### src/design/cau_pkg.sv
// ----------------------------------------------------------------------------
// cau_pkg
// Opcodes and the side-band record that rides along the divider pipeline of
// the complex arithmetic unit.
// ----------------------------------------------------------------------------
`default_nettype none

package cau_pkg;

  // operation codes carried in the request
  typedef enum logic [3:0] {
    FN_ADD  = 4'd0,
    FN_ADDS = 4'd1,
    FN_SUB  = 4'd2,
    FN_SUBS = 4'd3,
    FN_MUL  = 4'd4,
    FN_MULS = 4'd5,
    FN_DIV  = 4'd6,
    FN_DIVS = 4'd7,
    FN_CONJ = 4'd8,
    FN_EQ   = 4'd9
  } cau_func_t;

  // result bookkeeping that travels beside the quotient bits
  typedef struct packed {
    logic               is_div;     // result comes from the quotient
    logic               neg_re;     // sign of the real quotient
    logic               neg_im;     // sign of the imaginary quotient
    logic signed [15:0] res_re;     // final value when not a quotient
    logic signed [15:0] res_im;
    logic               is_equal;
    logic               div_zero;
    logic               overflow;
  } cau_side_t;

endpackage

`default_nettype wire

### src/design/cau_div_step.sv
// ----------------------------------------------------------------------------
// cau_div_step
// One restoring-division stage for both quotient parts: compares the
// remainders with the shifted divisor, subtracts and sets one quotient bit.
// ----------------------------------------------------------------------------
`default_nettype none

module cau_div_step #(
  parameter int NUM_W = 40,
  parameter int DEN_W = 32,
  parameter int QW    = 17,
  parameter int SHIFT = 0
) (
  input  wire                    clk,
  input  wire                    rst,
  input  wire                    in_valid,
  output logic                   in_ready,
  input  cau_pkg::cau_side_t     in_side,
  input  wire [NUM_W-1:0]        in_rem_re,
  input  wire [NUM_W-1:0]        in_rem_im,
  input  wire [DEN_W-1:0]        in_den,
  input  wire [QW:0]             in_q_re,
  input  wire [QW:0]             in_q_im,
  output logic                   out_valid,
  input  wire                    out_ready,
  output cau_pkg::cau_side_t     out_side,
  output logic [NUM_W-1:0]       out_rem_re,
  output logic [NUM_W-1:0]       out_rem_im,
  output logic [DEN_W-1:0]       out_den,
  output logic [QW:0]            out_q_re,
  output logic [QW:0]            out_q_im
);
  import cau_pkg::*;

  localparam int CW = (NUM_W > DEN_W + SHIFT) ? NUM_W : DEN_W + SHIFT;

  logic [CW-1:0]    dsh;
  logic [CW-1:0]    rx_re, rx_im;
  logic [CW-1:0]    df_re, df_im;
  logic             ge_re, ge_im;
  logic [NUM_W-1:0] rem_re_next, rem_im_next;
  logic [QW:0]      q_re_next, q_im_next;

  assign in_ready = !out_valid || out_ready;

  // trial subtract of the shifted divisor
  always_comb begin
    dsh   = CW'(in_den) << SHIFT;
    rx_re = CW'(in_rem_re);
    rx_im = CW'(in_rem_im);
    ge_re = rx_re >= dsh;
    ge_im = rx_im >= dsh;
    df_re = rx_re - dsh;
    df_im = rx_im - dsh;
    rem_re_next = ge_re ? NUM_W'(df_re) : in_rem_re;
    rem_im_next = ge_im ? NUM_W'(df_im) : in_rem_im;
    q_re_next = in_q_re;
    q_im_next = in_q_im;
    q_re_next[SHIFT] = ge_re;
    q_im_next[SHIFT] = ge_im;
  end

  always_ff @(posedge clk) begin
    if (rst) begin
      out_valid <= 1'b0;
    end else if (in_ready) begin
      out_valid <= in_valid;
    end
  end

  always_ff @(posedge clk) begin
    if (in_ready && in_valid) begin
      out_side   <= in_side;
      out_rem_re <= rem_re_next;
      out_rem_im <= rem_im_next;
      out_den    <= in_den;
      out_q_re   <= q_re_next;
      out_q_im   <= q_im_next;
    end
  end

endmodule

`default_nettype wire

### config.mk
export PLATFORM = sky130hd
export DESIGN_NAME = cau_div_step
export DESIGN_NICKNAME = d
export VERILOG_FILES = /design/src/design/cau_pkg.sv /design/src/design/cau_div_step.sv
export SDC_FILE = /design/constraint.sdc
export NUM_CORES = 1
export LEC_CHECK = 0
export ABC_AREA = 1
export BUFFER_PORTS_ARGS = -buffer_cell sky130_fd_sc_hd__buf_4
export CAP_MARGIN = 10
export CORE_MARGIN = 4
export CORE_UTILIZATION = 39
export DETAILED_ROUTE_END_ITERATION = 10
export RECOVER_POWER = 25
export SYNTH_ARGS = -nofsm -noshare
export SYNTH_HDL_FRONTEND = slang
export SYNTH_SLANG_ARGS = --single-unit
### constraint.sdc
create_clock -name clk -period 17.86 [get_ports clk]
set_clock_uncertainty 0.15 [all_clocks]
set_input_delay 1.786 -clock clk [delete_from_list [all_inputs] [get_ports clk]]
set_output_delay 1.786 -clock clk [all_outputs]
set_load 0.01 [all_outputs]
# Word level (Yosys, flattened, before mapping)
# Cells that the tools add are included.
word_totals:
  in_bits: 190
  regBits: 187
classes:
  n_reduce_logical: 3
  n_lt_le_gt_ge: 2
  n_mux: 2
  add_sub_neg: 2
op_table:
  columns: ["cell", "count"]
  rows:
  - ["40-bit by 32-bit greater-or-equal comparator with 1-bit output", 2]
  - ["40-bit two-way mux", 2]
  - ["40-bit by 32-bit subtractor with 40-bit output", 2]
  - ["1-bit logical AND", 1]
  - ["1-bit zero test", 1]
  - ["1-bit logical OR", 1]

# Depth between registers and ports, before layout
# Gate-level depths: netlist of run 1.
depth:
  ltp_word: 3
  ltp_mapped: 17
  ltp_nobuf: 15

# Least setup slack after synthesis of run 1
# No wires, ideal clock.
synth_timing:
  path_kind: "input to register"
  start: "input in_valid"
  end: "register out_den[0] (enable)"
  arrival_time_ns: 10.761
  path_slack_ns: 6.156
  path_stages: 2
  required_time_ns: 16.917
  cell_sequence: "inv_1 > a21oi_1"
synth_via:
  elab_chain_cells: 1
synth_rtl:
  columns: ["element", "line_no", "text"]
  rows:
  - ["start: declaration", "cau_div_step.sv:16", "input wire in_valid,"]
  - ["1-bit logical AND", "cau_div_step.sv:72", "if (in_ready && in_valid) begin"]
  - ["end signal: assignment", "cau_div_step.sv:76", "out_den <= in_den;"]
  - ["end: declaration", "cau_div_step.sv:29", "output logic [DEN_W-1:0] out_den,"]
# Every way passes these cells.
# A chain may end at the register's enable or synchronous reset.

# Final worst setup path of run 1
layout_timing:
  start: "input out_ready"
  end: "register out_rem_im[17] (enable)"
layout_via:
  elab_chain_cells: 2
layout_rtl:
  columns: ["element", "line_no", "text"]
  rows:
  - ["start: declaration", "cau_div_step.sv:25", "input wire out_ready,"]
  - ["1-bit logical OR", "cau_div_step.sv:44", "assign in_ready = !out_valid || out_ready;"]
  - ["1-bit logical AND", "cau_div_step.sv:72", null]
  - ["end signal: assignment", "cau_div_step.sv:75", "out_rem_im <= rem_im_next;"]
  - ["end: declaration", "cau_div_step.sv:28", "output logic [NUM_W-1:0] out_rem_im,"]
# Every way passes these cells.

==> results.md, run 1 <==
- Top cells by area, synth: edfxtp_1, nand2_1, inv_1, ha_1, nor2_1
- PostCTS Resize Cnt: 0
- Slew @ Worst Pin: 2.12 ns
- Compound-Gate Fraction of Synth Area: 0.0307
- CP Cell Sequence: clkbuf_4, inv_1, a21oi_4, clkbuf_1, buf_4
- Final net count: around 2400
- Mapped Nets: 2000
- Worst EP required: around 18 ns
- WHS: roughly 0.4 ns
- Largest family of logic cells by synthesized area: simple AND/OR/NAND/NOR gates
- Yosys cell types: 31
- Fin crit share: 0.262
- CTS tree: yes
- Cells after synthesis: 1744
- Final cell count without fillers: approximately 2600
- Vias in the first global route: 11800
- Initial Util: 0.397
- Failing checks: capacitance limit, slew limit
- Post-Synth XOR/XNOR Area: 0.0203
- Hold path start: out_valid$_SDFFE_PP0N_
- Slowest cell on crit path: clkbuf_1
- Max-cap violation count: 1
- Drt pass-1 iters: 5
- Global-route usage over all layers: 0.250
- Share of cells above drive strength 1: 0.230
- Hold buffer count at CTS: 0
- Crit path buffers/inverters: 4
- Buffers on Ports: 375
- Final Max Slew Viols: 42
- Crit path depth: 5
- Setup violators final: 0
- Syn avg cell area: approximately 7.4 µm²
- Layout overhead on the synthesized area: 29.2%
- Element type at the critical path start: input pin
- Fmax: 214 MHz
- Worst EP arrival: 4.60 ns
- Core area: 0.0326 mm²
- Final min period: about 4.7 ns
- Reg2reg setup slack: ~14 ns
- Slew headroom: -0.416
- Worst min path class: reg2reg
- Dpl cells: ~2600
- TritonCTS sink count: ~190
- Reg-to-Reg End: out_rem_im[17]$_DFFE_PP_
- Maximum fanout along the worst path: just over 70
- Pwr dens: around 76 mW/mm²
- CTS H-tree lvls: 4
- Die height: between 150 and 200 µm
- Delay-heaviest family, CP: buffers and inverters
- Synth warn: 0
- Congestion Overflow GR: 0
- Hold Path End: out_valid$_SDFFE_PP0N_
- Mux contribution to synthesized area: 0
- Dominant synthesized flop cell: edfxtp_1
- Drc violations: 0
- Sequential fraction of the synthesis area: 0.433
- Worst path max stage delay: 1.52 ns
- Max VDD drop: ~0.064 mV
- Largest net degree at the start of global routing: 75
- Clk buf depth: 2
- Leak: 8.55 nW
- Setup crit end kind: register
- Fin. Hold Viols: 0
- Average wire per standard cell: 17.9 µm
- Yosys top cell area share: 0.431
- IO Count: ~380
- RePlAce Congestion: between 0.9 and 1
- Root Buffer: clkbuf_16
- Post-CTS Setup Bufs: 0
- Kind of critical path: in2reg
- # rows: 66
- DP HPWL: 39200 µm
- Area leader, netlist: edfxtp_1
- R2R cell count: 3
- Post-Synth Simple-Gate Area: 0.351
- DIE WIDTH: approximately 190 µm
- Cell count of the worst hold path: 2
- DR iter-0 viols: approximately 700
- Initial antenna violation count: 0
- Post-Syn Area: 0.0130 mm²
- Clk slew on worst S/H paths: 0.07 ns
- Die area: between 0.03 and 0.04 mm²
- Outcome: finished, violations left
- RSZ-0062 raised after global routing: no
- Synth Area in Adders: 0.0649
- Num CTS Buffers: 17
- EDFF count, synth: approximately 190
- Clk_lat worst skew: ~0.45 ns
- Ys async rst share: 0
- DR vias: 12100
- Final ANT Viol Nets: 0
- Inserted Diodes: 0
- Final wirelength: roughly 46000 µm
- Reg2reg start: out_valid$_SDFFE_PP0N_
- Flops & latches, synth: about 190
- First-pass GRT wire length: approximately 68000 µm
- Vias per cell: 4.69
- Fin Setup TNS: 0 ns
-- stage by stage --
step                      area, µm²  worst slack (ns)  power [mW]  utilization
after floorplan               13000              6.16       0.755            -
after CTS                     16800             13.39        1.28        0.515
after global routing          16700             12.89        1.34        0.513
after detailed placement      16200             12.87       0.907        0.498
after global placement        16200             12.90       0.904        0.498
final                         16700             13.18        1.26        0.513
-- cells in the mapped netlist, types with 3 or more instances --
cell type and n:
a21oi_2 22, nand4_1 22, nand3_1 70, xor2_1 28, nor2_1 127, nand2_1 753
inv_2 17, a21oi_1 35, nand2_2 29, nand3b_1 24, nor2_4 6, edfxtp_1 186
o21ai_0 4, inv_1 293, clkinv_1 3, nor2_2 14, nor3_1 8, ha_1 64
buf_2 8, buf_6 4, nand2_4 10
-- worst max-delay path by stage --
stage	to	slack [ns]	from
after global placement	out_rem_re[17]$_DFFE_PP_	12.90	in_den[23]
final	out_rem_im[17]$_DFFE_PP_	13.18	out_ready
after detailed placement	out_rem_re[17]$_DFFE_PP_	12.87	in_den[18]
after floorplan	out_den[0]$_DFFE_PP_	6.16	in_valid
after global routing	out_rem_im[18]$_DFFE_PP_	12.89	out_ready
after CTS	out_rem_re[17]$_DFFE_PP_	13.39	in_den[18]
-- cell usage in the layout, fill, tap and decap left out, drive strengths merged --
cell type and n:
and3 2, nand2 792, nor3 10, o21ai 6, nand3b 26, clkbuf 125
dfxtp 1, nor2 147, ha 64, a21oi 57, inv 317, buf 272
edfxtp 186, clkinv 5, nand4 22, bufinv 1, xnor2 2, clkinvlp 3
fa 2, xor2 28, nand3 72
-- final cells by class --
cell class	instances	area (µm²)
sequential	187	5610
tap	442	553
timing repair buffer	378	2770
multi-input combinational	1230	6070
fill	3310	15900
clock buffer	19	433
clock inverter	13	131
inverter	313	1170
-- where the power goes --
group          leakage (nW)  internal [mW]  switching (mW)
combinational          6.48          0.138           0.214
sequential             1.80          0.531         0.00973
clock                 0.267          0.196           0.176
-- state kept, by name, summed over array words and instances (netlist names) --
signal      count
out_den        32
out_side       38
out_rem_im     40
out_q_im       18
out_rem_re     40
out_q_re       18
out_valid       1
-- worst register-to-register path: cells and delay by family (launching register included) --
family	cells	cell delay (ns)
compound gates	1	0.15
buf+inv	2	2.49
flops	1	0.35
-- logic make-up after synthesis --
logic type                 count (synthesis)
and+or+nand+nor                         1071
buffers and inverters                    327
DFF                                      187
adders and majority gates                 66
AOI/OAI and AO/OA                         63
xor gates and xnor gates                  30
-- metal layers --
metal / track usage / vias up / part of all wire
met3: 0.0423 / 57 / 0.049
li1: - / 6196 / -
met2: 0.450 / 356 / 0.50
met5: 0 / - / 0
met1: 0.305 / 5492 / 0.42
met4: 0.0793 / 0 / 0.029
Power figures use the tool's default switching activity.
==> run 2: changes to the inputs <==
Settings changed: ABC_AREA 1 to 0, PLACE_DENSITY from default to 0.65.
Clock period 17.86 ns to 4.4 ns, I/O delays scaled along.
==> run 2 against run 1 <==
- register-to-register slack got worse by 13 ns
- synthesized cell count fell by 46%
- setup slack got worse by 12 ns
- total power rose to 4.0 times the previous value
- die area fell by 18%
- count of clock-buffer cells in the layout fell by 1
- hold slack got worse by 0.36 ns
- via count fell by 28%
- clock power rose to 4.3 times the previous value
- the run still ends with capacitance limit, slew limit left
- area after synthesis fell by 18%
- critical endpoint is now out_rem_im[5]$_DFFE_PP_
- first-iteration DRC count fell by 1.9%
==> results.md, run 2 <==
- Setup crit end kind: register
- Slowest cell on crit path: and2_0
- Maximum fanout along the worst path: 74
- Slew @ Worst Pin: 2.86 ns
- Post-Syn Area: between 0.01 and 0.015 mm²
- Worst EP required: 4.33 ns
- Num CTS Buffers: 17
- EDFF count, synth: approximately 190
- Fmax: about 290 MHz
- Fin crit share: 0.796
- Yosys top cell area share: 0.528
- Clk_lat worst skew: approximately 0.43 ns
- Final net count: approximately 1600
- Max VDD drop: about 0.19 mV
- Mapped Nets: roughly 1200
- Clock power share: 0.319
- Met3 usage: 0.0766
- Clk buf depth: 2
- Global routing's busiest layer: met2
- DP HPWL: ~28000 µm
- Top cells by area, synth: edfxtp_1, ha_1, a21oi_1, xnor2_1, nor2_1
- Congestion Overflow GR: 0
- Clk slew on worst S/H paths: approximately 0.090 ns
- Buffers on Ports: 375
- Seq pwr share: 0.441
- Kind of critical path: reg2reg
- First-pass GRT wire length: 52400 µm
- Final ANT Viol Nets: 0
- Syn avg cell area: ~11 µm²
- Post-CTS Setup Bufs: 0
- Max-cap violation count: 1
- Worst min path class: in2reg
- Vias per cell: around 5.2
- Leak: around 5.9 nW
- CTS tree: yes
- DIE WIDTH: between 150 and 200 µm
- Worst EP arrival: 3.43 ns
- Cell count of the worst hold path: 1
- TritonCTS sink count: approximately 190
- Commonest non-fill, non-tap cell in the layout: buf_4
- Worst path max stage delay: 2.07 ns
- Combinational Power Share: 0.239
- DR vias: between 8000 and 9000
- Drc violations: 0
- Share of cells above drive strength 1: 0.303
- RSZ-0062 raised after global routing: no
- Area leader, netlist: edfxtp_1
- Die height: 173 µm
- Vias in the first global route: about 8800
- Met2 usage: 0.387
- Commonest cells after routing, fill and taps aside: buf_4, edfxtp_1, a21oi_1
- Dominant synthesized flop cell: edfxtp_1
- Largest net degree at the start of global routing: 75
- Final wirelength: between 30000 and 40000 µm
- Drt pass-1 iters: 6
- IO Count: 378
- WHS: 0.0467 ns
- DR iter-0 viols: around 670
- Setup ws final: 0.898 ns
- Ys async rst share: 0
- Initial antenna violation count: 6
- Outcome: finished, violations left
- Biggest registers after layout: out_rem_im: 40 flops, out_rem_re: 40 flops, out_side: 38 flops
- Power Internal: 3.47 mW
- Pwr dens: 353 mW/mm²
- PostCTS Resize Cnt: 0
- Slew headroom: -0.907
- Hold buffer count at CTS: 1
- Synth top cells by count: edfxtp_1, a21oi_1, nor2_1
- Fin Setup TNS: 0 ns
- Global-route usage over all layers: 0.225
- Final min period: between 3 and 4 ns
- Sw frac: 0.306
- Yosys cell types: 84
- Dpl ws: around 0.71 ns
- Top-count cell post-synth: edfxtp_1
- Cells after synthesis: 942
- Flops & latches, synth: approximately 190
- Crit path depth: 3
- Layout overhead on the synthesized area: 34.0%
- Met1 Track Usage GR: 0.265
- Delay-heaviest family, CP: simple AND/OR/NAND/NOR gates
- Element type at the critical path start: register
- Setup violators final: 0
- CP Cell Sequence: nand2b_1, and2_0, buf_12
- Average wire per standard cell: roughly 21 µm
- CTS H-tree lvls: 4
- Sw Pwr: around 1.5 mW
- Fin. Hold Viols: 0
- Sequential fraction of the synthesis area: 0.530
- Crit path buffers/inverters: 1
- Root Buffer: clkbuf_16
- Synth warn: 0
- R2R cell count: 3
- Core area: around 0.026 mm²
- # rows: 59
- Final Max Slew Viols: 42
- Initial Util: 0.401
- Die area: 0.0298 mm²
- Final Core Density: 0.537
- Failing checks: capacitance limit, slew limit
- RePlAce Congestion: roughly 0.90
[run 2: cell families (layout without fill, tap and decap cells)]
kind of cell             count (synthesis)  count (layout)  synth area share
other                                    0               3                 0
flip-flops                             187             187             0.530
adder cells (fa/ha/maj)                 66              66            0.0796
buffers and inverters                   85             474            0.0362
AO/OA/AOI/OAI                          261             261             0.168
multiplexers                             1               1           0.00142
XOR/XNOR                                69              69            0.0572
AND/OR/NAND/NOR                        273             273             0.127
[run 2: stage by stage]
step                      cells  power [mW]  cell area [µm²]
after floorplan             942        2.92            10600
after global placement     1631        3.46            13700
after detailed placement   1631        3.47            13700
after CTS                  1664        5.07            14300
after global routing       1669        5.24            14200
final                      1669        5.00            14200
[run 2: power by group through the flow]
stage	clock [mW]	combinational (mW)	sequential, mW
after floorplan	0	0.586	2.33
after global placement	0	1.22	2.25
after detailed placement	0	1.22	2.25
after CTS	1.63	1.23	2.21
after global routing	1.71	1.31	2.22
final	1.60	1.20	2.21
[run 2: cell type report]
type	count	area (µm²)
fillers	2395	12200
flip-flops and latches	187	5610
multi-input cells	670	4580
repair buffers	383	2730
clock buffers	18	429
well taps	335	419
inverters	59	221
clock inverters	14	173
diodes	3	7.51
[run 2: per-layer routing]
layer,routed length (µm),vias up,share of wire
met5,45,-,0.0013
met4,1040,6,0.030
met3,2960,48,0.085
met2,17000,360,0.49
met1,13700,4060,0.39
li1,-,4270,-
[run 2: path summary, 6_finish.rpt]
path	from	endpoint	slack [ns]
worst max register to register	out_valid$_SDFFE_PP0N_	out_rem_im[5]$_DFFE_PP_	0.90
worst min-delay path	in_q_im[8]	out_q_im[8]$_DFFE_PP_	0.05
worst min register to register	out_valid$_SDFFE_PP0N_	out_valid$_SDFFE_PP0N_	0.39
worst max-delay path	out_valid$_SDFFE_PP0N_	out_rem_im[5]$_DFFE_PP_	0.90
==> run 3: changes to the inputs <==
Settings changed: ABC_AREA 0 to 1.
Clock period 4.4 ns to 3.1 ns, I/O delays scaled along.
==> run 3 against run 2 <==
- the run ends with hold timing left
- die area up 21%
- wire length up 40%
- cell area up 29%
- final cell count up 64%
- sequential power up 41%
- global-route usage up 3.8 points
- sequential share of layout area down 9.0 points
- critical path depth up 11
- register-to-register slack worse by 0.03 ns
- critical endpoint is now out_rem_im[27]$_DFFE_PP_
- largest power group unchanged
- highest routed layer is now met4
==> results.md, run 3 (same netlist as run 1, synthesis figures left out) <==
- Reg-to-Reg End: out_q_im[12]$_DFFE_PP_
- Reg2reg start: out_valid$_SDFFE_PP0N_
- Total power: about 7.4 mW
- Worst EP required: around 3.2 ns
- FF+latch area: ~0.0056 mm²
- Maximum fanout along the worst path: 5
- Fillers: approximately 3100
- Met3 routed WL: 2650 µm
- Setup violators final: 0
- Worst EP arrival: between 2 and 3 ns
- First-pass GRT wire length: around 72000 µm
- M1 WL: 19600 µm
- CTS tree: yes
- R2R cell count: 3
- Final net count: approximately 2500
- Average wire per standard cell: around 18 µm
- Fin Setup TNS: 0 ns
- Largest net degree at the start of global routing: between 70 and 80
- Core area: 0.0326 mm²
- # rows: 66
- Clk slew on worst S/H paths: approximately 0.070 ns
- Crit path buffers/inverters: 5
- Multi-input gate area: slightly above 0.006 mm²
- WHS: -0.0109 ns
- Reg2reg setup slack: between 0.8 and 0.9 ns
- Max-cap violation count: 0
- Outcome: finished, violations left
- Top Layer Used: met4
- Initial antenna violation count: 0
- Leak: between 9 and 10 nW
- Slew headroom: 0.227
- Worst min path class: in2reg
- Wire length on met2: about 25000 µm
- DP HPWL: 39200 µm
- Fin. Hold Viols: 1
- TritonCTS sink count: around 190
- Vias per cell: between 4 and 5
- Root Buffer: clkbuf_16
- Max VDD drop: 0.379 mV
- IO Count: about 380
- Crit path depth: 14
- Kind of critical path: in2reg
- Share of cells above drive strength 1: 0.211
- Clk_lat worst skew: around 0.45 ns
- DIE WIDTH: ~190 µm
- Crit path to: out_rem_im[27]$_DFFE_PP_
- Num CTS Buffers: 17
- Worst path max stage delay: roughly 0.52 ns
- Setup crit end kind: register
- Dpl cells: between 2000 and 3000
- Congestion Overflow GR: 0
- Die area: approximately 0.036 mm²
- Final ANT Viol Nets: 0
- Commonest non-fill, non-tap cell in the layout: nand2_1
- Pwr dens: 405 mW/mm²
- RePlAce Congestion: 0.993
- RSZ-0062 raised after global routing: no
- Fmax: about 340 MHz
- Fin crit share: 0.937
- Final min period: 2.90 ns
- Initial Util: 0.397
- Buffers on Ports: roughly 380
- Global-route usage over all layers: 0.263
- Vias in the first global route: roughly 13000
- Post-CTS Setup Bufs: 0
- Drc violations: 0
- CTS H-tree lvls: 4
- Die height: approximately 190 µm
- Element type at the critical path start: input pin
- DR vias: roughly 13000
- Layout overhead on the synthesized area: 41.4%
- Slew @ Worst Pin: 1.16 ns
- Clk buf depth: 2
- Drt pass-1 iters: 5
- Slowest cell on crit path: dlygate4sd3_1
- Final Max Slew Viols: 0
- Commonest cells after routing, fill and taps aside: nand2_1, inv_1, buf_4
- Biggest registers after layout: out_rem_im: 40 flops, out_rem_re: 40 flops, out_side: 38 flops
- DR iter-0 viols: 719
- Delay-heaviest family, CP: buffers and inverters
- Final wirelength: 48400 µm
- Failing checks: hold timing
- Final cell count without fillers: approximately 2700
- Critical Path Source: in_den[18]
- CP Cell Sequence: dlygate4sd3_1, clkbuf_1, inv_1, ha_1, nand2_1, inv_1, nand2_1, inv_1, a21oi_1, nor2_1, nor2_1, nand3b_1, nand3_1, nand2_1
==> run 3: worst min-delay path by stage <==
stage	from	slack (ns)	cells after the start	to
finish	in_valid	-0.01	3	out_valid$_SDFFE_PP0N_
global placement	rst	0.31	2	out_valid$_SDFFE_PP0N_
floorplan	rst	0.22	1	out_valid$_SDFFE_PP0N_
CTS	in_rem_im[17]	0.0004	3	out_rem_im[17]$_DFFE_PP_
global route	in_valid	-0.02	3	out_valid$_SDFFE_PP0N_
detailed placement	rst	0.32	2	out_valid$_SDFFE_PP0N_
==> run 3: stage by stage <==
stage	hold WS [ns]	instance area (µm²)	setup WS, ns	util
finish	-0.0109	18300	0.196	0.561
CTS	0.000424	18500	0.164	0.566
global route	-0.0226	18300	0.0270	0.561
floorplan	0.222	13000	-0.961	-
detailed placement	0.321	16400	0.258	0.504
global placement	0.308	16400	0.285	0.504
==> run 3: power by group <==
part / leakage (nW) / switching [mW] / total (mW) / internal [mW]
sequential: 1.80 / 0.0610 / 3.12 / 3.05
combinational: 7.12 / 1.29 / 2.20 / 0.917
clock: 0.277 / 1.05 / 2.10 / 1.05
==> run 3: area by class of cell <==
class	count	share of cell area
Timing Repair Buffer	536	0.238
Multi-Input combinational cell	1230	0.331
Antenna cell	1	0.000137
Clock inverter	15	0.00717
Clock buffer	17	0.0232
Sequential cell	187	0.306
Tap cell	442	0.0302
Inverter	313	0.0642
==> run 3: worst register-to-register path, delay by kind of cell, from the launching register on <==
kind            cells  cell delay, ns
flops               1            0.33
buf+inv             2            0.57
compound gates      1            0.89
==> run 3: repair_timing <==
item / CTS / global route
hold buffers: 147 / 0
resized for setup: 0 / 1
hold endpoints to repair: 147 / 0
endpoints found under the setup margin: 0 / 2
==> run 3: routing by layer <==
layer	global-route usage	up-vias
met5	0	-
met4	0.0931	0
met3	0.0428	84
met2	0.480	403
met1	0.313	5954
li1	-	6524
